`src/rtl/core/sphere_triangle_index_generator_top_assert.svh`:
```
// ----------------------------------------------------------------------------
// sphere triangle index generator assertion macros
// shared property shapes for the concurrent checks of the core
// ----------------------------------------------------------------------------
`ifndef SPHERE_TRIANGLE_INDEX_GENERATOR_TOP_ASSERT_SVH
`define SPHERE_TRIANGLE_INDEX_GENERATOR_TOP_ASSERT_SVH

// same-cycle implication, disabled while reset is low
`define STIG_ASSERT_IMPL(label, clk, rst_n, ante, cons, msg) \
    label: assert property (@(posedge clk) disable iff (!(rst_n)) (ante) |-> (cons)) \
        else $error(msg);

// next-cycle implication, disabled while reset is low
`define STIG_ASSERT_NEXT(label, clk, rst_n, ante, cons, msg) \
    label: assert property (@(posedge clk) disable iff (!(rst_n)) (ante) |=> (cons)) \
        else $error(msg);

`endif

```
`src/rtl/core/stig_pkg.sv`:
```
// ----------------------------------------------------------------------------
// stig_pkg
// types, constants and helpers shared by the triangle index generator core
// ----------------------------------------------------------------------------
`timescale 1ns / 1ps
`default_nettype none

package stig_pkg;

    // largest supported rows per hemisphere
    localparam int unsigned MaxRows = 64;

    localparam int unsigned RowW  = 7;
    localparam int unsigned RingW = 8;
    localparam int unsigned VtxW  = 15;
    localparam int unsigned CntW  = 16;
    localparam int unsigned ColW  = 10;
    localparam int unsigned SizeW = 9;

    localparam logic [RowW-1:0] RowCountReset = 7'd8;

    // triangle kind inside one quadrant strip
    typedef enum logic [1:0] {
        PH_FIRST = 2'd0,
        PH_LOW   = 2'd1,
        PH_HIGH  = 2'd2
    } t_phase;

    // mesh walk position
    typedef struct packed {
        logic [RingW-1:0] ring_row;
        logic [1:0]       quadrant;
        logic [5:0]       column_step;
        t_phase           phase;
        logic [CntW-1:0]  tri_count;
        logic [VtxW-1:0]  cur_base;
        logic [VtxW-1:0]  prev_base;
        logic             finished;
    } t_pos;

    // ring facts derived from the current row
    typedef struct packed {
        logic [6:0]       lim;
        logic [SizeW-1:0] cs;
    } t_ring;

    localparam t_pos PosReset = '{
        ring_row:    8'd1,
        quadrant:    2'd0,
        column_step: 6'd0,
        phase:       PH_FIRST,
        tri_count:   16'd0,
        cur_base:    15'd2,
        prev_base:   15'd1,
        finished:    1'b0
    };

    // base plus column, column wrapped once by the ring size; pole rings give base
    function automatic logic [VtxW-1:0] f_vertex(input logic [VtxW-1:0]  base,
                                                 input logic [SizeW-1:0] size,
                                                 input logic [ColW-1:0]  col);
        logic [ColW-1:0] wcol;
        if (size == '0) begin
            wcol = '0;
        end else if (col >= ColW'(size)) begin
            wcol = col - ColW'(size);
        end else begin
            wcol = col;
        end
        return base + VtxW'(wcol);
    endfunction

endpackage

`default_nettype wire

```
`src/rtl/core/stig_vertex.sv`:
```
// ----------------------------------------------------------------------------
// stig_vertex
// ring geometry and vertex triplet for the current mesh position
// ----------------------------------------------------------------------------
`timescale 1ns / 1ps
`default_nettype none

module stig_vertex
    import stig_pkg::*;
(
    input  t_pos            i_pos,
    input  logic [RowW-1:0] i_rows,
    output t_ring           o_ring,
    output logic [VtxW-1:0] o_vtx_a,
    output logic [VtxW-1:0] o_vtx_b,
    output logic [VtxW-1:0] o_vtx_c
);

    logic [RingW-1:0] two_n;
    logic [RingW-1:0] low_k;
    logic             upper;
    logic [6:0]       k;
    logic [6:0]       pk;
    logic [SizeW-1:0] cs;
    logic [SizeW-1:0] ps;
    logic [ColW-1:0]  q10;
    logic [ColW-1:0]  j0;
    logic [ColW-1:0]  j2;
    logic             cur_a, cur_b, cur_c;
    logic [ColW-1:0]  col_a, col_b, col_c;

    // ring sizes, strip width and quadrant column offset
    always_comb begin
        two_n = {i_rows, 1'b0};
        low_k = two_n - i_pos.ring_row;
        upper = (i_pos.ring_row <= RingW'(i_rows));
        k     = upper ? i_pos.ring_row[6:0] : low_k[6:0];
        pk    = upper ? (k - 7'd1) : (k + 7'd1);
        cs    = {k, 2'b00};
        ps    = {pk, 2'b00};
        q10   = ColW'(i_pos.quadrant);
        j0    = q10 * ColW'(k);
        j2    = j0 + ColW'(i_pos.column_step);
    end

    assign o_ring.lim = upper ? pk : k;
    assign o_ring.cs  = cs;

    // pick ring and column of each corner
    always_comb begin
        if (upper) begin
            case (i_pos.phase)
                PH_FIRST: begin
                    cur_a = 1'b0; col_a = j0 - q10;
                    cur_b = 1'b1; col_b = j0;
                    cur_c = 1'b1; col_c = j0 + 10'd1;
                end
                PH_LOW: begin
                    cur_a = 1'b1; col_a = j2;
                    cur_b = 1'b0; col_b = j2 - q10;
                    cur_c = 1'b0; col_c = j2 - 10'd1 - q10;
                end
                default: begin
                    cur_a = 1'b0; col_a = j2 - q10;
                    cur_b = 1'b1; col_b = j2;
                    cur_c = 1'b1; col_c = j2 + 10'd1;
                end
            endcase
        end else begin
            case (i_pos.phase)
                PH_FIRST: begin
                    cur_a = 1'b1; col_a = j0;
                    cur_b = 1'b0; col_b = j0 + 10'd1 + q10;
                    cur_c = 1'b0; col_c = j0 + q10;
                end
                PH_LOW: begin
                    cur_a = 1'b1; col_a = j2;
                    cur_b = 1'b0; col_b = j2 + q10;
                    cur_c = 1'b1; col_c = j2 - 10'd1;
                end
                default: begin
                    cur_a = 1'b1; col_a = j2;
                    cur_b = 1'b0; col_b = j2 + 10'd1 + q10;
                    cur_c = 1'b0; col_c = j2 + q10;
                end
            endcase
        end
    end

    // wrapped vertex indices
    assign o_vtx_a = f_vertex(cur_a ? i_pos.cur_base : i_pos.prev_base, cur_a ? cs : ps, col_a);
    assign o_vtx_b = f_vertex(cur_b ? i_pos.cur_base : i_pos.prev_base, cur_b ? cs : ps, col_b);
    assign o_vtx_c = f_vertex(cur_c ? i_pos.cur_base : i_pos.prev_base, cur_c ? cs : ps, col_c);

endmodule

`default_nettype wire

```
`src/rtl/core/stig_seq.sv`:
```
// ----------------------------------------------------------------------------
// stig_seq
// mesh walk position register and its advance logic
// ----------------------------------------------------------------------------
`timescale 1ns / 1ps
`default_nettype none

`include "sphere_triangle_index_generator_top_assert.svh"

module stig_seq
    import stig_pkg::*;
(
    input  logic            i_clk,
    input  logic            i_rst_n,
    input  logic            i_cfg_write,
    input  logic            i_advance,
    input  logic            i_restart,
    input  logic [RowW-1:0] i_rows,
    input  logic [CntW-1:0] i_total,
    input  t_ring           i_ring,
    output t_pos            o_pos,
    output logic            o_done,
    output logic [CntW-1:0] o_count,
    output logic            o_last
);

    t_pos            r_pos;
    t_pos            n_pos;
    t_pos            eff;
    logic [CntW-1:0] count_new;
    logic            next_quad;

    // position seen by this request, restart applied first
    always_comb begin
        eff       = i_restart ? PosReset : r_pos;
        o_done    = eff.finished || (eff.ring_row == '0) ||
                    (eff.ring_row > {i_rows, 1'b0});
        count_new = eff.tri_count + 16'd1;
    end

    assign o_pos   = eff;
    assign o_count = count_new;
    assign o_last  = (count_new == i_total);

    // step to the next triangle
    always_comb begin
        n_pos     = eff;
        next_quad = 1'b0;
        if (o_done) begin
            n_pos.finished = 1'b1;
        end else begin
            n_pos.tri_count = count_new;
            case (eff.phase)
                PH_FIRST: begin
                    if (i_ring.lim >= 7'd1) begin
                        n_pos.column_step = 6'd1;
                        n_pos.phase       = PH_LOW;
                    end else begin
                        next_quad = 1'b1;
                    end
                end
                PH_LOW: begin
                    n_pos.phase = PH_HIGH;
                end
                default: begin
                    if (7'(eff.column_step) < i_ring.lim) begin
                        n_pos.column_step = eff.column_step + 6'd1;
                        n_pos.phase       = PH_LOW;
                    end else begin
                        next_quad = 1'b1;
                    end
                end
            endcase
            if (next_quad) begin
                n_pos.column_step = 6'd0;
                n_pos.phase       = PH_FIRST;
                n_pos.quadrant    = eff.quadrant + 2'd1;
                if (eff.quadrant == 2'd3) begin
                    n_pos.prev_base = eff.cur_base;
                    n_pos.cur_base  = eff.cur_base + VtxW'(i_ring.cs);
                    n_pos.ring_row  = eff.ring_row + 8'd1;
                end
            end
            n_pos.finished = (count_new >= i_total);
        end
    end

    // position register, config write returns to the first triangle
    always_ff @(posedge i_clk) begin
        if (!i_rst_n || i_cfg_write) begin
            r_pos <= PosReset;
        end else if (i_advance) begin
            r_pos <= n_pos;
        end
    end

    `STIG_ASSERT_IMPL(a_count_below_total, i_clk, i_rst_n, !r_pos.finished, r_pos.tri_count < i_total, "unfinished walk has reached the triangle total")
    `STIG_ASSERT_NEXT(a_last_finishes, i_clk, i_rst_n, i_advance && !i_cfg_write && !o_done && o_last, r_pos.finished, "final triangle did not close the walk")
    `STIG_ASSERT_NEXT(a_cfg_restarts, i_clk, i_rst_n, i_cfg_write, r_pos == PosReset, "config write did not return to the first triangle")

endmodule

`default_nettype wire

```
`src/rtl/core/sphere_triangle_index_generator_top.sv`:
```
// ----------------------------------------------------------------------------
// sphere_triangle_index_generator_top
// octahedral sphere mesh triangle index stream
// ----------------------------------------------------------------------------
// usage
//   cfg channel: i_cfg_valid/o_cfg_ready with i_cfg_data = rows per hemisphere
//   (0 acts as 1, above 64 acts as 64); a write also restarts the mesh walk.
//   slave stream: each request carries a restart bit in tdata bit 0; restart
//   begins again at triangle 1, otherwise the next triangle is produced.
//   master stream: one result per request with the three 1-based vertex
//   indices and the triangle number in tdata, tlast on the final triangle,
//   tuser high (and all data zero) once the mesh is exhausted.
// result timing and throughput
//   a result is valid in the cycle after its request is taken; one request per
//   cycle is sustained while i_m_axis_tready stays high, set by the single result
//   register behind the position and vertex logic.
// reset
//   rows per hemisphere returns to 8 and the walk to triangle 1; no clearing
//   pass, requests are taken the cycle reset is released.
// stall
//   while a result waits on i_m_axis_tready, o_s_axis_tready stays low; it
//   rises in the same cycle the waiting result is taken.
// ----------------------------------------------------------------------------
`timescale 1ns / 1ps
`default_nettype none

`include "sphere_triangle_index_generator_top_assert.svh"

module sphere_triangle_index_generator_top
    import stig_pkg::*;
(
    input  wire logic        i_clk,
    input  wire logic        i_rst_n,
    // config write channel
    input  wire logic        i_cfg_valid,
    output logic             o_cfg_ready,
    input  wire logic [6:0]  i_cfg_data,      // row_count
    // request stream
    input  wire logic        i_s_axis_tvalid,
    output logic             o_s_axis_tready,
    input  wire logic [7:0]  i_s_axis_tdata,  // [0] restart, [7:1] zero
    // result stream
    output logic             o_m_axis_tvalid,
    input  wire logic        i_m_axis_tready,
    output logic [63:0]      o_m_axis_tdata,  // [14:0] vertex_first, [29:15] vertex_second,
                                              // [44:30] vertex_third,
                                              // [60:45] triangle_number, [63:61] zero
    output logic             o_m_axis_tlast,  // last
    output logic [0:0]       o_m_axis_tuser   // [0] done_res
);

    logic [RowW-1:0] r_row_count;
    logic [RowW-1:0] rows;
    logic [12:0]     rows_sq;
    logic [CntW-1:0] total;
    logic            cfg_write;
    logic            in_accept;

    t_pos            pos;
    t_ring           ring;
    logic            done;
    logic [CntW-1:0] count;
    logic            last;
    logic [VtxW-1:0] vtx_a, vtx_b, vtx_c;

    logic            r_out_valid;
    logic [63:0]     r_out_data;
    logic            r_out_last;
    logic            r_out_done;
    logic [63:0]     n_out_data;

    // handshakes
    assign o_cfg_ready     = i_rst_n;
    assign cfg_write       = i_cfg_valid && o_cfg_ready;
    assign o_s_axis_tready = i_rst_n && (!r_out_valid || i_m_axis_tready);
    assign in_accept       = i_s_axis_tvalid && o_s_axis_tready;

    // row count register
    always_ff @(posedge i_clk) begin
        if (!i_rst_n) begin
            r_row_count <= RowCountReset;
        end else if (cfg_write) begin
            r_row_count <= i_cfg_data;
        end
    end

    // effective rows and triangle total 8*n*n
    always_comb begin
        if (r_row_count == '0) begin
            rows = 7'd1;
        end else if (r_row_count > RowW'(MaxRows)) begin
            rows = RowW'(MaxRows);
        end else begin
            rows = r_row_count;
        end
        rows_sq = 13'(rows) * 13'(rows);
        total   = {rows_sq, 3'b000};
    end

    stig_seq u_seq (
        .i_clk       (i_clk),
        .i_rst_n     (i_rst_n),
        .i_cfg_write (cfg_write),
        .i_advance   (in_accept),
        .i_restart   (i_s_axis_tdata[0]),
        .i_rows      (rows),
        .i_total     (total),
        .i_ring      (ring),
        .o_pos       (pos),
        .o_done      (done),
        .o_count     (count),
        .o_last      (last)
    );

    stig_vertex u_vertex (
        .i_pos   (pos),
        .i_rows  (rows),
        .o_ring  (ring),
        .o_vtx_a (vtx_a),
        .o_vtx_b (vtx_b),
        .o_vtx_c (vtx_c)
    );

    // result payload, zero once exhausted
    assign n_out_data = done ? 64'd0 : {3'b000, count, vtx_c, vtx_b, vtx_a};

    // result register valid
    always_ff @(posedge i_clk) begin
        if (!i_rst_n) begin
            r_out_valid <= 1'b0;
        end else if (in_accept) begin
            r_out_valid <= 1'b1;
        end else if (i_m_axis_tready) begin
            r_out_valid <= 1'b0;
        end
    end

    // result register payload
    always_ff @(posedge i_clk) begin
        if (in_accept) begin
            r_out_data <= n_out_data;
            r_out_last <= !done && last;
            r_out_done <= done;
        end
    end

    assign o_m_axis_tvalid   = r_out_valid;
    assign o_m_axis_tdata    = r_out_data;
    assign o_m_axis_tlast    = r_out_last;
    assign o_m_axis_tuser[0] = r_out_done;

    `STIG_ASSERT_IMPL(a_done_is_empty, i_clk, i_rst_n, o_m_axis_tvalid && o_m_axis_tuser[0], (o_m_axis_tdata == 64'd0) && !o_m_axis_tlast, "done result carries triangle data")
    `STIG_ASSERT_IMPL(a_valid_from_request, i_clk, i_rst_n, $rose(o_m_axis_tvalid), $past(in_accept), "result appeared without a taken request")

endmodule

`default_nettype wire

```
`config.mk`:
```
export PLATFORM = sky130hd
export DESIGN_NAME = sphere_triangle_index_generator_top
export DESIGN_NICKNAME = d
export VERILOG_FILES = /design/src/rtl/core/stig_pkg.sv /design/src/rtl/core/stig_vertex.sv /design/src/rtl/core/stig_seq.sv /design/src/rtl/core/sphere_triangle_index_generator_top.sv
export VERILOG_INCLUDE_DIRS = /design/src /design/src/rtl/core
export SDC_FILE = /design/constraint.sdc
export NUM_CORES = 1
export LEC_CHECK = 0
export ABC_AREA = 1
export BUFFER_PORTS_ARGS = -buffer_cell sky130_fd_sc_hd__buf_2
export CORE_ASPECT_RATIO = 0.7
export CORE_MARGIN = 1
export CORE_UTILIZATION = 45
export DETAILED_ROUTE_END_ITERATION = 10
export PLACE_DENSITY_LB_ADDON = 0.15
export SLEW_MARGIN = 20
export SYNTH_ARGS = -nofsm -noshare
export SYNTH_HDL_FRONTEND = slang
export SYNTH_SLANG_ARGS = --single-unit
export TNS_END_PERCENT = 20
```
`constraint.sdc`:
```
create_clock -name i_clk -period 27 [get_ports i_clk]
set_clock_uncertainty 0.2 [all_clocks]
set_input_delay 0 -clock i_clk [delete_from_list [all_inputs] [get_ports i_clk]]
set_output_delay 0 -clock i_clk [all_outputs]
set_load 0.02 [all_outputs]
```
==> results.cfg <==
[worst_setup_path]
cp_max_fo = 60
cpPeakStageDelay_ns = 0.74
cp_common_cell = nand2_1
path_class = reg -> reg
start_kind = flop
r2r-start = r_row_count[3]$_SDFFE_PN1P_
rr_endpoint = o_m_axis_tdata[43]$_SDFFCE_PN0P_
worstPathArrival_ns = 12.61
r2r_cells = 67
cp_slowest_cell = xor2_1
r2r_slack_ns = 14.36
cp-end-kind = flop
required_ns = 26.97

[detailed_routing]
routed_wl_mm = 49.0
num_vias = 16100
drt_iter0_markers = 1472
wl_per_cell_um = 16.5
ant_nets = 0
drc = 0
first_pass_iters = 5
viasPerCell = 5.41

[cts]
hold_buffers = 19
h-tree-depth = 4
clockRootBuffer = clkbuf_16
post_cts_buffers = 0
ctsResizeCount = 0
clk_pin_slew_ns = 0.06
cts_sinks = 136
cts-buffers-inserted = 17
cts_tree = done
insertion_delay_ns = 0.44
clk_path_buf_depth = 2

[floorplan]
die_area_mm2 = 0.0354
rows = 56
fp.dieW_um = 224
core_mm2 = 0.0338
start_util = 0.461
io_pins = 89
die_height_um = 158

[status]
status = complete, no violations

[logic_synthesis]
syn_area_mm2 = 0.0156
ys_types = 55
ys_seq_elements = 136
synth.avg_cell_area_um2 = 6.40
ys_seq_area_frac = 0.215
netlist_instances = 2434
synth_warnings = 0

[sta]
slew_headroom = 0.229
maxSlewViolCount = 0
layout_min_cycle_time_ns = 12.64
grt_setup_unrepaired = no
setup-violations-final = 0
finalHoldViolations = 0
clock.fmax_mhz = 79.1
layout_worst_path_cycle_share = 0.468
setup_tns_ns = 0
worst_slew_pin_slew_ns = 1.14

[cells_and_area]
fin_cells = 2967
fillers = 3446
num-nets-final = 2689
antenna_cells = 0
fin_area_mm2 = 0.0171
drive_above_1_share = 0.0647
area_growth_pct = 10.0

[worst_hold_path]
min_path_type = in -> out
hold_depth = 2
holdPathEnd = o_cfg_ready
worstHoldStart = i_rst_n

[grt]
antenna_found_initial = 0
grt_overflow = 0
grt_pass1_wl_mm = 76.8
grt_start_max_net_pins = 74
groute.usage.overall = 0.277
grt_pass1_vias = 14100

[pwr]
leakage_nw = 8.51
power_density_mw_per_mm2 = 48.4
vdd_drop_max_mv = 0.0321

[placement]
dp.cells = 2916
gp_congestion = 0.941
place_area_mm2 = 0.0163
post-dp-hpwl_mm = 37.2
port_buffers = 78

[flow_run]
max_cap_violations = 0
cell usage in the layout (no fill, tap or decap), types with 6 or more instances in the layout:
cell type / instances
a21o_1: 6
a21oi_1: 190
a31oi_1: 17
buf_2: 78
buf_4: 18
clkbuf_16: 17
conb_1: 10
dfxtp_1: 73
dlygate4sd3_1: 19
edfxtp_1: 63
fa_1: 31
ha_1: 148
inv_1: 352
inv_2: 8
nand2_1: 587
nand2_2: 10
nand3_1: 121
nand3b_1: 9
nand4_1: 33
nor2_1: 266
nor3_1: 26
o2111ai_1: 7
o211ai_1: 10
o21ai_0: 218
o21ai_1: 6
o21bai_1: 14
o221ai_1: 18
xnor2_1: 19
xor2_1: 58
how the worst max path moves through the flow:
stage,start,to
6_report,r_row_count[3]$_SDFFE_PN1P_,o_m_axis_tdata[43]$_SDFFCE_PN0P_
5_1_grt,r_row_count[2]$_SDFFE_PN0P_,o_m_axis_tdata[29]$_SDFFCE_PN0P_
3_3_place_gp,r_row_count[2]$_SDFFE_PN0P_,o_m_axis_tdata[29]$_SDFFCE_PN0P_
2_1_floorplan,r_row_count[2]$_SDFFE_PN0P_,o_m_axis_tdata[28]$_SDFFCE_PN0P_
4_1_cts,r_row_count[2]$_SDFFE_PN0P_,o_m_axis_tdata[29]$_SDFFCE_PN0P_
3_5_place_dp,r_row_count[2]$_SDFFE_PN0P_,o_m_axis_tdata[29]$_SDFFCE_PN0P_
flip-flops by register name, indices dropped and copies added, names as in the netlist:
| signal | count |
|---|---|
| o_m_axis_tdata | 61 |
| o_m_axis_tlast | 1 |
| o_m_axis_tuser | 1 |
| o_m_axis_tvalid | 1 |
| r_row_count | 7 |
| u_seq.r_pos | 65 |
synthesized netlist by cell type (all sizes together):
cell       n  area share
nand2    598        0.15
inv      360       0.087
nor2     270       0.066
o21ai    225       0.073
a21oi    191       0.062
ha       148        0.12
nand3    124       0.041
dfxtp     73       0.094
edfxtp    63        0.12
xor2      59       0.034
clkbuf    58       0.014
nand4     34       0.015
fa        31       0.040
buf       29       0.010
nor3      26      0.0084
xnor2     19       0.011
o221ai    18       0.010
a31oi     17      0.0068
o21bai    14      0.0067
o211ai    10      0.0048
nand3b     9      0.0043
o2111ai    7      0.0039
a21o       6      0.0029
or2        6      0.0024
nor4       5      0.0020
o21a       5      0.0024
o31ai      5      0.0024
a211oi     4      0.0019
a22oi      4      0.0019
a21boi     3      0.0014
nor3b      3      0.0014
clkinv     2     0.00048
o22ai      2     0.00080
a221oi     1     0.00056
a31o       1     0.00056
and3       1     0.00040
conb       1     0.00024
nor4b      1     0.00056
o32ai      1     0.00056
per-stage QoR:
| stage | hold slack (ns) | worst slack, ns | util | total power [W] |
|---|---|---|---|---|
| 6_report | 0.0532 | 14.36 | 0.507 | 0.000829 |
| 5_1_grt | 0.0648 | 13.31 | 0.507 | 0.000882 |
| 4_1_cts | 0.0453 | 14.65 | 0.507 | 0.000829 |
| 3_5_place_dp | 0.00810 | 14.75 | 0.484 | 0.000577 |
| 3_3_place_gp | 0.00163 | 14.77 | 0.484 | 0.000574 |
| 2_1_floorplan | -0.0874 | 17.66 | - | 0.000489 |
kinds of logic after synthesis:
kind of cell	synth area share
simple gates	0.288
compound gates	0.182
buf+inv	0.112
fa+ha+maj	0.159
flops	0.215
xor+xnor	0.0444
other cells	0.000241
layout make-up:
cell class / instances / area, um2 / area share
flip-flops and latches: 136 / 3350 / 0.196
inverters: 362 / 1360 / 0.0795
repair buffers: 115 / 716 / 0.0418
clock buffers: 18 / 429 / 0.0251
clock inverters: 14 / 165 / 0.00964
well taps: 464 / 581 / 0.0339
multi-input cells: 1858 / 10500 / 0.614
worst max-delay path, delay by kind of cell (launching register included):
| family | cells | cell delay, ns |
|---|---|---|
| buf+inv | 10 | 2.27 |
| compound gates | 16 | 2.99 |
| xor+xnor | 1 | 0.74 |
| fa+ha+maj | 5 | 1.74 |
| simple gates | 35 | 4.00 |
| flops | 1 | 0.34 |
report_power, final:
group          switching (W)  total, W  internal, W
logic               0.000234  0.000348     0.000113
registers         0.00000341  0.000237     0.000233
clock network       0.000106  0.000245     0.000139
routing by layer:
layer / wire length, um / vias up / track usage
met5: 0 / - / 0
met4: 537 / 0 / 0.0570
met3: 3950 / 36 / 0.0354
met2: 19800 / 594 / 0.393
met1: 24800 / 7354 / 0.437
li1: - / 8077 / -
(Power assumes the default switching activity.)
